==> src/design/spp_pkg.sv <==
package spp_pkg;

   // Default datapath width and fixed port widths.
   localparam int SPP_WIDTH_DEFAULT = 32;
   localparam int SPP_CAND_W        = 32;
   localparam int SPP_BASE_W        = 32;
   localparam logic [SPP_BASE_W-1:0] SPP_BASE_RESET = 32'd2;

   // Controller states.
   typedef enum logic [3:0] {
      ST_IDLE,
      ST_CHECK,
      ST_SPLIT,
      ST_EXP,
      ST_MUL_Y,
      ST_SHIFT,
      ST_MUL_W,
      ST_FINAL,
      ST_SQR_TEST,
      ST_SQR_WAIT,
      ST_SQR_CHECK,
      ST_POST_ERR,
      ST_POST_PRIME,
      ST_POST_COMP
   } spp_state_type;

   // Operand selection for the modular multiplier.
   typedef enum logic [1:0] {
      MUL_YW,
      MUL_WW,
      MUL_YY
   } spp_mul_op_type;

   // Commands from the controller to the datapath.
   typedef struct packed {
      logic           load;
      logic           split_shift;
      logic           r_shift;
      logic           mul_start;
      spp_mul_op_type mul_op;
      logic           y_from_prod;
      logic           w_from_prod;
      logic           j_inc;
      logic           post;
      logic           post_prime;
      logic           post_error;
   } spp_cmd_type;

   // Status from the datapath to the controller.
   typedef struct packed {
      logic input_bad;
      logic r_lsb;
      logic r_more;
      logic y_is_one;
      logic y_is_m;
      logic y_le_one;
      logic j_lt_s;
      logic mul_done;
      logic mul_busy;
      logic out_free;
   } spp_status_type;

endpackage

==> src/design/spp_mulmod.sv <==
module spp_mulmod import spp_pkg::*; #(
   parameter int WIDTH = SPP_WIDTH_DEFAULT
) (
   input  logic             clock,
   input  logic             reset,
   input  logic             start,
   input  logic [WIDTH-1:0] mul_x,
   input  logic [WIDTH-1:0] mul_y,
   input  logic [WIDTH-1:0] modulus,
   output logic             busy,
   output logic             done,
   output logic [WIDTH-1:0] product
);

   localparam int CW = $clog2(WIDTH);
   localparam int EW = WIDTH + 2;

   logic             busy_ff;
   logic             done_ff;
   logic [WIDTH-1:0] acc_ff;
   logic [WIDTH-1:0] acc_in;
   logic [WIDTH-1:0] x_ff;
   logic [WIDTH-1:0] mplier_ff;
   logic [CW-1:0]    cnt_ff;
   logic [WIDTH-1:0] addend;
   logic [EW-1:0]    sum;
   logic [EW-1:0]    mod1;
   logic [EW-1:0]    mod2;

   // One multiplier bit per cycle: acc = (2*acc + bit*x) mod n, with 2*acc + x below 3n.
   always_comb begin
      addend = mplier_ff[WIDTH-1] ? x_ff : '0;
      sum    = {1'b0, acc_ff, 1'b0} + {2'b00, addend};
      mod1   = {2'b00, modulus};
      mod2   = {1'b0, modulus, 1'b0};
      if (sum >= mod2) begin
         acc_in = WIDTH'(sum - mod2);
      end else if (sum >= mod1) begin
         acc_in = WIDTH'(sum - mod1);
      end else begin
         acc_in = sum[WIDTH-1:0];
      end
   end

   // Control flags.
   always_ff @(posedge clock) begin
      if (reset) begin
         busy_ff <= 1'b0;
         done_ff <= 1'b0;
      end else if (start) begin
         busy_ff <= 1'b1;
         done_ff <= 1'b0;
      end else if (busy_ff && cnt_ff == '0) begin
         busy_ff <= 1'b0;
         done_ff <= 1'b1;
      end else begin
         done_ff <= 1'b0;
      end
   end

   // Operand and accumulator registers.
   always_ff @(posedge clock) begin
      if (start) begin
         acc_ff    <= '0;
         x_ff      <= mul_x;
         mplier_ff <= mul_y;
         cnt_ff    <= CW'(WIDTH - 1);
      end else if (busy_ff) begin
         acc_ff    <= acc_in;
         mplier_ff <= {mplier_ff[WIDTH-2:0], 1'b0};
         cnt_ff    <= cnt_ff - 1'b1;
      end
   end

   assign busy    = busy_ff;
   assign done    = done_ff;
   assign product = acc_ff;

endmodule

==> src/design/spp_datapath.sv <==
module spp_datapath import spp_pkg::*; #(
   parameter int WIDTH = SPP_WIDTH_DEFAULT
) (
   input  logic                  clock,
   input  logic                  reset,
   input  spp_cmd_type           cmd,
   output spp_status_type        stat,
   input  logic [SPP_CAND_W-1:0] req_candidate,
   input  logic                  csr_we,
   input  logic [SPP_BASE_W-1:0] csr_wdata,
   input  logic                  rsp_ready,
   output logic                  rsp_valid,
   output logic                  rsp_probable_prime,
   output logic                  rsp_input_error
);

   localparam int CW = $clog2(WIDTH);

   logic [SPP_BASE_W-1:0] base_ff;
   logic [WIDTH-1:0]      n_ff;
   logic [WIDTH-1:0]      m_ff;
   logic [WIDTH-1:0]      r_ff;
   logic [WIDTH-1:0]      y_ff;
   logic [WIDTH-1:0]      w_ff;
   logic [CW-1:0]         s_ff;
   logic [CW-1:0]         j_ff;
   logic                  rsp_valid_ff;
   logic                  rsp_prime_ff;
   logic                  rsp_error_ff;
   logic [WIDTH-1:0]      op_x;
   logic [WIDTH-1:0]      op_y;
   logic                  mul_busy;
   logic                  mul_done;
   logic [WIDTH-1:0]      product;

   // Base register; the user must write it only while idle, the block itself does not enforce this.
   always_ff @(posedge clock) begin
      if (reset) begin
         base_ff <= SPP_BASE_RESET;
      end else if (csr_we) begin
         base_ff <= csr_wdata;
      end
   end

   // Working registers of the test.
   always_ff @(posedge clock) begin
      if (cmd.load) begin
         n_ff <= WIDTH'(req_candidate);
         m_ff <= WIDTH'(req_candidate) - WIDTH'(1);
         r_ff <= WIDTH'(req_candidate) - WIDTH'(1);
         y_ff <= WIDTH'(1);
         w_ff <= WIDTH'(base_ff);
         s_ff <= '0;
         j_ff <= CW'(1);
      end else begin
         if (cmd.split_shift) begin
            r_ff <= r_ff >> 1;
            s_ff <= s_ff + 1'b1;
         end else if (cmd.r_shift) begin
            r_ff <= r_ff >> 1;
         end
         if (cmd.y_from_prod) begin
            y_ff <= product;
         end
         if (cmd.w_from_prod) begin
            w_ff <= product;
         end
         if (cmd.j_inc) begin
            j_ff <= j_ff + 1'b1;
         end
      end
   end

   // Multiplier operand selection.
   always_comb begin
      unique case (cmd.mul_op)
         MUL_YW: begin
            op_x = y_ff;
            op_y = w_ff;
         end
         MUL_WW: begin
            op_x = w_ff;
            op_y = w_ff;
         end
         MUL_YY: begin
            op_x = y_ff;
            op_y = y_ff;
         end
         default: begin
            op_x = y_ff;
            op_y = y_ff;
         end
      endcase
   end

   spp_mulmod #(
      .WIDTH(WIDTH)
   ) u_mulmod (
      .clock  (clock),
      .reset  (reset),
      .start  (cmd.mul_start),
      .mul_x  (op_x),
      .mul_y  (op_y),
      .modulus(n_ff),
      .busy   (mul_busy),
      .done   (mul_done),
      .product(product)
   );

   // Output register holds one finished word until it is taken.
   always_ff @(posedge clock) begin
      if (reset) begin
         rsp_valid_ff <= 1'b0;
      end else if (cmd.post) begin
         rsp_valid_ff <= 1'b1;
      end else if (rsp_ready) begin
         rsp_valid_ff <= 1'b0;
      end
   end

   always_ff @(posedge clock) begin
      if (cmd.post) begin
         rsp_prime_ff <= cmd.post_prime;
         rsp_error_ff <= cmd.post_error;
      end
   end

   // Status flags for the controller.
   always_comb begin
      stat.input_bad = (n_ff <= WIDTH'(3)) || !n_ff[0] || (w_ff < WIDTH'(2)) ||
                       (w_ff > n_ff - WIDTH'(2));
      stat.r_lsb     = r_ff[0];
      stat.r_more    = |r_ff[WIDTH-1:1];
      stat.y_is_one  = (y_ff == WIDTH'(1));
      stat.y_is_m    = (y_ff == m_ff);
      stat.y_le_one  = (y_ff <= WIDTH'(1));
      stat.j_lt_s    = (j_ff < s_ff);
      stat.mul_done  = mul_done;
      stat.mul_busy  = mul_busy;
      stat.out_free  = !rsp_valid_ff || rsp_ready;
   end

   assign rsp_valid          = rsp_valid_ff;
   assign rsp_probable_prime = rsp_prime_ff;
   assign rsp_input_error    = rsp_error_ff;

endmodule

==> config.mk <==
export PLATFORM = sky130hd
export DESIGN_NAME = spp_datapath
export DESIGN_NICKNAME = d
export VERILOG_FILES = /design/src/design/spp_pkg.sv /design/src/design/spp_mulmod.sv /design/src/design/spp_datapath.sv
export SDC_FILE = /design/constraint.sdc
export NUM_CORES = 1
export LEC_CHECK = 0
export BUFFER_PORTS_ARGS = -buffer_cell sky130_fd_sc_hd__buf_2
export CORE_MARGIN = 8
export CORE_UTILIZATION = 50
export DETAILED_ROUTE_END_ITERATION = 8
export PLACE_DENSITY = 0.67
export SYNTH_ARGS = -nofsm -noshare
export SYNTH_HDL_FRONTEND = slang
export SYNTH_HIERARCHICAL = 1
export SYNTH_SLANG_ARGS = --single-unit
==> constraint.sdc <==
create_clock -name clock -period 10.76 [get_ports clock]
set_input_delay 2.152 -clock clock [delete_from_list [all_inputs] [get_ports clock]]
set_output_delay 2.152 -clock clock [all_outputs]
set_load 0.05 [all_outputs]
==> run metrics, run 1 <==
wire per inst=around 22 µm; Hold WS=around 0.47 ns; residual DRC count=0; FP Rows=between 70 and 80; #FFs+latches synth=around 300; Max clock buf depth=3; crit end category=primary output; mapped cell area=20,500 µm²; met3 wire len=4.15 mm; number of fill cells=around 3,500; YS warnings=6; max layer used=met4; critical path peak fanout=6; nets=2,311; fraction of registers with async set/reset=0%; Die Y-Extent=between 200 and 250 µm; Max Clock Skew=approximately 0.019 ns; Post-DP Area=roughly 21,000 µm²; endpoints failing setup=0; sequential-to-total area share from yosys stat=just under 40%; post-detailed-placement half-perimeter wirelength=between 40 and 50 mm; critical path required time=8.61 ns; first-pass GRT wire length=90.6 mm; Power, Total=around 4300 µW; Hold Vio Cnt, Final=0; leading cell types in the layout, fill and taps excluded=edfxtp_1 (194), nor2_1 (182), mux2_2 (152); die boundary width=between 200 and 250 µm; Yosys top cell by area=edfxtp_1; 1st-iter DRT viols=roughly 1,500; commonest non-fill, non-tap cell in the layout=edfxtp_1; Layout area overhead=9.67%; number of synthesized flops with an enable pin=around 190; GRT Overall Usage=24.2%; synth top area cells=edfxtp_1 (28%), dfxtp_1 (11%), mux2_2 (8.3%), ha_1 (8.3%), mux2i_1 (4.4%); post-route cell area=22,500 µm²; area of the die=47,700 µm²; worst setup margin=around 3.7 ns; iteration count of the initial detailed-routing pass=6; Post-CTS Setup Inserts=0; Tcrit/Tclk final=between 60 and 70%; Hold Crit Class=reg -> reg; mean area per synthesized cell=about 10 µm²; normalized max-slew margin=roughly 16%; clock-pin slew on the worst setup and hold paths=~0.06 ns; routed length on met2=27.1 mm; CTS H-tree lvls=2; worst skew pair latency=around 0.55 ns; total gr overflow=0; Primary FF master, synth=edfxtp_1; Max VDD drop=144 µV; Least-Margin Pin Slew=around 1.3 ns; Placement Setup Slack=about 3.9 ns; startpoint type of the worst setup path=register; initial antenna violation count=0; M1 wire length=25.8 mm; Via-to-Cell Ratio=slightly above 6; Pleak=just over 0.009 µW; starting density of the core=~50%; Slew Limit Fails=0; ANT cells=0; post-synthesis cell count=about 2,000; layout cells sized above 1=16.3%; routed vias=16,380; Arr. time, crit path=between 4 and 5 ns; Setup Crit Path Kind=reg -> out; boundary pin count=93; RSZ-0062 raised after global routing=no; gp weighted congestion=just under 1; Post-CTS Resized=0; fmax=roughly 140 MHz; Sink Count=a little over 300; synth unique cells=94; CTS tree=yes; Final ANT Viol Nets=0; Core ar.=around 41,000 µm²; share of the synthesized area in the top cell type=about 28%; number of buffers created by CTS=35; vias in the first global route=about 16,000; outcome=finished clean; crit path time final=7.06 ns; hold buffer count at CTS=0; total wire length=just under 60 mm; Port Buffers=between 90 and 100; Root Buffer Master=clkbuf_16; max cap viols=0; power density over cell area=about 190 nW/µm²; syn nets=between 2,000 and 2,500; Final TNS setup=0 ns; largest net degree at the start of global routing=a little under 90
[cell families (layout without fill, tap and decap cells)]
kind of cell / count (synthesis) / count (layout) / synth area share [%]
mux: 245 / 245 / 12.9
xor+xnor: 159 / 159 / 6.79
buf+inv: 162 / 252 / 3.27
compound gates: 403 / 403 / 13.5
fa+ha+maj: 139 / 139 / 8.59
flops: 308 / 308 / 39.5
simple gates: 613 / 613 / 15.4
[worst paths after layout]
path / end / slack (ns) / from / cells past startpoint
hold / removal: u_mulmod/done / 0.47 / u_mulmod/cnt_ff[4] / 1
setup reg to reg: u_mulmod/product[28] / 3.75 / u_mulmod/mplier_ff[31] / 21
setup / recovery: stat[9] / 3.70 / n_ff[14] / 12
hold reg to reg: u_mulmod/done / 0.47 / u_mulmod/cnt_ff[4] / 1
[layout make-up]
type | instances | area [µm²] | area share (%)
timing repair buffer | 104 | 559 | 2.49
multi-input combinational | 1559 | 11700 | 52.2
tap | 532 | 666 | 2.96
sequential | 308 | 8110 | 36.1
clock buffer | 44 | 920 | 4.09
clock inverter | 20 | 191 | 0.851
inverter | 84 | 315 | 1.40
[critical path: stages, from the launching register on]
cell       delay (ns)
edfxtp_1         0.44
or4_1            0.60
nor3_1           0.41
nand4_1          0.41
nor4_1           0.37
xnor2_1          0.16
ha_1             0.26
and4_1           0.25
a21oi_1          0.12
o21ai_0          0.10
a2111oi_0        0.66
o221ai_1         0.31
buf_2            0.28
[sequential cells by signal, summed over array words and instances (netlist names)]
signal / count
s_ff: 5
y_ff: 32
u_mulmod/busy: 1
m_ff: 32
j_ff: 5
rsp_valid: 1
w_ff: 32
u_mulmod/cnt_ff: 5
u_mulmod/x_ff: 32
u_mulmod/product: 32
rsp_input_error: 1
n_ff: 32
base_ff: 32
u_mulmod/mplier_ff: 32
u_mulmod/done: 1
r_ff: 32
rsp_probable_prime: 1
[stage by stage]
stage | cells | utilization (%)
3_5_place_dp | 2587 | 52.6
2_1_floorplan | 2029 | -
3_3_place_gp | 2587 | 52.6
6_report | 2651 | 55.3
5_1_grt | 2651 | 55.3
4_1_cts | 2651 | 55.3
[routing by layer]
layer  up-vias  GRT usage [%]
met5         -              0
met4         0           8.33
met3       105           4.29
met2       613           38.6
met1      7940           32.8
li1       7722              -
[cell usage after synthesis (5+ instances only)]
cell type,count
edfxtp_1,194
nor2_1,182
mux2_2,152
ha_1,136
dfxtp_1,114
nand2_1,97
mux2i_1,90
a21oi_1,88
xnor2_1,85
inv_1,83
xor2_1,74
o21ai_0,72
clkbuf_1,49
nor3_1,47
nor4_1,45
nand3_1,44
a21o_1,42
and2_1,40
nand4_1,34
a211oi_1,25
o21a_1,25
nand2b_1,23
or3_1,19
a31oi_1,15
nor2b_1,15
o211ai_1,14
and3_1,12
buf_1,11
or4_1,11
a211o_1,10
or2_2,9
and4_1,8
o21ai_1,8
a21boi_0,7
buf_2,7
buf_4,7
a2111oi_0,6
a22oi_1,6
nor3b_1,6
o31ai_1,6
o2111ai_1,5
o21bai_1,5
o31a_1,5
[power by group]
| group | total, µW | leakage (µW) | internal (µW) | switching, µW |
|---|---|---|---|---|
| registers | 1540 | 0.00293 | 1400 | 139 |
| clock network | 1190 | 0.000543 | 684 | 511 |
| logic | 1580 | 0.00581 | 637 | 944 |
Note: power is estimated with default switching activity, not from simulation.
==> run 2: changes to the inputs <==
==> constraint.sdc (replaced) <==
create_clock -name clock -period 6.7 [get_ports clock]
set_input_delay 1.34 -clock clock [delete_from_list [all_inputs] [get_ports clock]]
set_output_delay 1.34 -clock clock [all_outputs]
set_load 0.05 [all_outputs]
==> run metrics, run 2 (synthesized netlist as in run 1, its figures left out) <==
GRT met2 Usage=38.0% (was 38.6%); post-detailed-placement half-perimeter wirelength=45.2 mm (was 44.7 mm); crit path time final=6.42 ns; met1 Use GR=33.4% (was 32.8%); Hold Crit Class=reg -> reg (unchanged); starting density of the core=50.4% (unchanged); FP Rows=74 (unchanged); number of buffers created by CTS=37 (was 35); slowest stage cell, crit path=a2111oi_0 (unchanged); total wire length=59.0 mm (about the same); total gr overflow=0 (unchanged); commonest non-fill, non-tap cell in the layout=edfxtp_1 (unchanged); Final TNS setup=0 ns (unchanged); CTS H-tree lvls=2 (unchanged); Arr. time, crit path=5.08 ns (was 4.91 ns); Max clock buf depth=3 (unchanged); Root Buffer Master=clkbuf_16 (unchanged); gp weighted congestion=0.916 (was 0.984); crit-path max cell delay=0.76 ns (was 0.66 ns); Tcrit/Tclk final=95.9%; RSZ-0062 raised after global routing=no (unchanged); Core Util, Final=55.8% (was 55.3%); startpoint type of the worst setup path=register (unchanged); Post-DP Area=21,500 µm² (was 21,400 µm²); first-pass GRT wire length=90.3 mm (was 90.6 mm); Hold Vio Cnt, Final=0 (unchanged); Layout area overhead=10.6% (was 9.67%); Top delay family on crit path=simple AND/OR/NAND/NOR gates (unchanged); Die Y-Extent=219 µm (unchanged); critical path required time=5.36 ns (was 8.61 ns); nets=2,326 (was 2,311); worst skew pair latency=0.55 ns (about the same); Power, Total=7030 µW (was 4320 µW); clock-pin slew on the worst setup and hold paths=0.06 ns (about the same); CTS tree=yes (unchanged); iteration count of the initial detailed-routing pass=5 (was 6); Sink Count=308 (unchanged); Final ANT Viol Nets=0 (unchanged); worst setup margin=0.277 ns (was 3.70 ns); area of the die=47,700 µm² (unchanged); GRT Overall Usage=24.2% (about the same); vias in the first global route=15,770 (was 15,891); Port Buffers=92 (unchanged); Core ar.=40,600 µm² (unchanged); routed vias=16,235 (was 16,380); normalized max-slew margin=28.0% (was 16.3%); power density over cell area=310 nW/µm² (was 192 nW/µm²); wire per inst=22.1 µm (was 22.2 µm); critical path peak fanout=6 (unchanged); post-route cell area=22,700 µm² (was 22,500 µm²); layout cells sized above 1=17.1% (was 16.3%); crit end category=primary output (unchanged); cells along the critical path=or4_1 > nor3_1 > nand4_1 > nor4_1 > xnor2_1 > ha_1 > and4_1 > a21oi_1 > o21ai_0 > a2111oi_0 > o221ai_1 > buf_2 (unchanged); grt met3 use=3.62% (was 4.29%); boundary pin count=93 (unchanged); Pleak=0.00939 µW (was 0.00928 µW); Via-to-Cell Ratio=6.09 (was 6.18); GRT busiest layer=met2 (unchanged); initial antenna violation count=0 (unchanged); residual DRC count=0 (unchanged); Setup Crit Path Kind=reg -> out (unchanged); die boundary width=219 µm (unchanged); largest net degree at the start of global routing=85 (was 88); Least-Margin Pin Slew=1.08 ns (was 1.25 ns); leading cell types in the layout, fill and taps excluded=edfxtp_1 (194), nor2_1 (182), mux2_2 (152) (unchanged); endpoints failing setup=0 (unchanged); Max Clock Skew=0.0188 ns (was 0.0195 ns); ANT cells=0 (unchanged); 1st-iter DRT viols=1,384 (was 1,507); Slew Limit Fails=0 (unchanged); max cap viols=0 (unchanged); outcome=finished clean (unchanged); fmax=~160 MHz; CP Buf/Inv Count=1 (unchanged); Max VDD drop=274 µV (was 144 µV); Placement Setup Slack=0.434 ns (was 3.92 ns)
[run 2: worst reg2reg max path, stage by stage, from the launching register on]
cell	delay, ns
edfxtp_1	0.57
and2_1	0.23
ha_1	0.21
inv_1	0.08
fa_1	0.22
nor2b_1	0.08
o2111ai_1	0.23
nand3_1	0.20
and4bb_1	0.28
or2_2	0.33
a31o_2	0.25
a21o_1	0.18
xnor2_1	0.26
inv_1	0.13
ha_1	0.41
a21oi_2	0.19
o21ai_2	0.11
a2111oi_4	0.37
nor2_1	0.08
o31ai_1	0.31
nand4_1	0.16
mux2_4	0.52
mux2_1	0.39
o211a_1	0.21
[run 2: final timing paths]
kind,startpoint,endpoint,slack [ns],cells past startpoint
worst max register to register,u_mulmod/mplier_ff[31],u_mulmod/product[27],0.57,23
worst max-delay path,n_ff[14],stat[9],0.28,12
worst min-delay path,rsp_valid,rsp_valid,0.49,2
worst min register to register,rsp_valid,rsp_valid,0.49,2
[run 2: final cells by class]
class | count | area, µm²
sequential | 308 | 8110
clock inverter | 16 | 123
inverter | 84 | 315
clock buffer | 51 | 1090
multi-input combinational | 1559 | 11700
timing repair buffer | 117 | 657
fill | 3569 | 18000
tap | 532 | 666
[run 2: routing by layer]
layer / vias up / part of all wire [%]
met5: - / 0
met4: 0 / 3.6
met3: 99 / 6.9
met2: 583 / 45
met1: 7809 / 44
li1: 7744 / -
[run 2: where the power goes]
part | leakage [µW] | internal, µW | switching [µW]
clock network | 0.000595 | 1160 | 845
registers | 0.00293 | 2250 | 223
logic | 0.00587 | 1050 | 1510
[run 2: through the flow]
stage                     cells  hold slack [ns]
final                      2667            0.486
after floorplan            2029            0.441
after global placement     2599            0.467
after CTS                  2666            0.493
after global routing       2667            0.514
after detailed placement   2599            0.485
[run 2: repair_timing]
action | CTS | global route
resized for setup | 0 | 1
setup buffers | 0 | 1
endpoints found under the setup margin | 0 | 5
hold buffers | 0 | 0
==> run 3: changes to the inputs <==
--- a/config.mk
+++ b/config.mk
@@ -8,8 +8,10 @@
 export BUFFER_PORTS_ARGS = -buffer_cell sky130_fd_sc_hd__buf_2
 export CORE_MARGIN = 8
 export CORE_UTILIZATION = 50
+export CTS_CLUSTER_SIZE = 20
 export DETAILED_ROUTE_END_ITERATION = 8
 export PLACE_DENSITY = 0.67
+export SETUP_SLACK_MARGIN = 0.5
 export SYNTH_ARGS = -nofsm -noshare
 export SYNTH_HDL_FRONTEND = slang
 export SYNTH_HIERARCHICAL = 1
==> run metrics, run 3 (synthesized netlist as in run 1, its figures left out) <==
number of fill cells=3,549 (was 3,569); nets=2,337 (was 2,326); Port Buffers=92 (unchanged); Least-Margin Pin Slew=1.10 ns (was 1.08 ns); worst setup margin=0.582 ns (was 0.277 ns); Hold Crit Class=reg -> reg (unchanged); Core ar.=40,600 µm² (unchanged); total gr overflow=0 (unchanged); outcome=finished clean (unchanged); clock-pin slew on the worst setup and hold paths=0.06 ns (about the same); layout cells sized above 1=18.0% (was 17.1%); Setup Crit Path Kind=reg -> out (unchanged); Sink Count=308 (unchanged); commonest non-fill, non-tap cell in the layout=edfxtp_1 (unchanged); Root Buffer Master=clkbuf_16 (unchanged); critical path required time=5.36 ns (about the same); Slew Limit Fails=0 (unchanged); endpoints failing setup=0 (unchanged); routed vias=16,418 (was 16,235); 1st-iter DRT viols=1,375 (was 1,384); Placement Setup Slack=0.434 ns (unchanged); wire per inst=22.3 µm (was 22.1 µm); FP Rows=74 (unchanged); Final ANT Viol Nets=0 (unchanged); CTS tree=yes (unchanged); RSZ-0062 raised after global routing=no (unchanged); Via-to-Cell Ratio=6.13 (was 6.09); met3 wire len=3.99 mm (was 4.04 mm); power density over cell area=310 nW/µm² (about the same); Max clock buf depth=3 (unchanged); Final TNS setup=0 ns (unchanged); crit path time final=6.12 ns (was 6.42 ns); first-pass GRT wire length=90.5 mm (was 90.3 mm); Hold WS=0.486 ns (about the same); area of the die=47,700 µm² (unchanged); vias in the first global route=15,775 (was 15,770); startpoint type of the worst setup path=register (unchanged); residual DRC count=0 (unchanged); Tcrit/Tclk final=91.3% (was 95.9%); Core Util, Final=56.2% (was 55.8%); ANT cells=0 (unchanged); Layout area overhead=11.5% (was 10.6%); hold buffer count at CTS=0 (unchanged); M1 wire length=26.4 mm (was 26.2 mm); routed length on met2=26.9 mm (was 26.6 mm); gp weighted congestion=0.916 (unchanged); total wire length=59.7 mm (was 59.0 mm); starting density of the core=50.4% (unchanged); largest net degree at the start of global routing=85 (unchanged); crit end category=primary output (unchanged); post-detailed-placement half-perimeter wirelength=45.2 mm (unchanged); max cap viols=0 (unchanged); die boundary width=219 µm (unchanged); initial antenna violation count=0 (unchanged); leading cell types in the layout, fill and taps excluded=edfxtp_1 (194), nor2_1 (182), mux2_2 (152) (unchanged); normalized max-slew margin=26.9% (was 28.0%); Max Clock Skew=0.0211 ns (was 0.0188 ns); Pleak=0.00947 µW (was 0.00939 µW); number of buffers created by CTS=37 (unchanged); iteration count of the initial detailed-routing pass=8 (was 5); CTS H-tree lvls=2 (unchanged); Arr. time, crit path=4.78 ns (was 5.08 ns); GRT Overall Usage=24.2% (about the same); Max VDD drop=274 µV (about the same); max layer used=met4 (unchanged); worst skew pair latency=0.55 ns (about the same); Die Y-Extent=219 µm (unchanged); boundary pin count=93 (unchanged); Hold Vio Cnt, Final=0 (unchanged); fmax=163 MHz (was 156 MHz); critical path peak fanout=7 (was 6)
-- run 3: cell types whose count changed in the layout (fill, tap and decap cells not counted), sizes merged --
cell	delta
buf	+9
clkbuf	+1
mux2	+1
-- run 3: per-stage QoR --
stage               total power [µW]  area [µm²]  instances
finish                          7090       22900       2678
global route                    7450       22900       2678
CTS                             7020       22700       2667
detailed placement              5000       21500       2599
global placement                4950       21500       2599
floorplan                       4310       20500       2029
-- run 3: report_power, final --
part           switching [µW]  internal (µW)  leakage, µW
sequential                222           2250      0.00293
clock                     840           1160     0.000595
combinational            1540           1080      0.00595
total                    2600           4490      0.00947
-- run 3: final timing paths --
kind	startpoint	end	slack, ns	cells after the start
hold / removal	rsp_valid	rsp_valid	0.49	2
hold reg to reg	rsp_valid	rsp_valid	0.49	2
setup reg to reg	u_mulmod/mplier_ff[31]	u_mulmod/product[2]	0.78	23
setup / recovery	n_ff[2]	stat[9]	0.58	14
-- run 3: layer usage --
metal  GRT usage (%)  vias to the layer above
met5               0                        -
met4            8.84                        0
met3            3.62                      117
met2            38.2                      628
met1            33.4                     7902
li1                -                     7771
-- run 3: layout make-up --
type | count | area, µm² | area share, %
inverter | 84 | 315 | 1.38
sequential | 308 | 8110 | 35.5
tap | 532 | 666 | 2.91
multi-input combinational | 1560 | 11800 | 51.7
clock inverter | 16 | 123 | 0.536
timing repair buffer | 127 | 742 | 3.25
clock buffer | 51 | 1090 | 4.77
-- run 3: repair_timing --
action | 4_1_cts | 5_1_grt
gates resized for setup | 1 | 12
pin swaps | 0 | 3
setup buffers | 1 | 10
endpoints found under the setup margin | 5 | 33
cloned | 0 | 1
-- run 3: critical path, cell delays in order, from the launching register on --
cell	delay (ns)
edfxtp_1	0.55
inv_1	0.11
ha_1	0.18
nand2b_1	0.10
or3_1	0.49
nand4bb_1	0.46
nor4_2	0.29
xnor2_1	0.17
ha_1	0.29
a21o_1	0.17
a21oi_1	0.13
o21ai_0	0.09
a2111oi_1	0.62
o221ai_1	0.30
buf_2	0.28
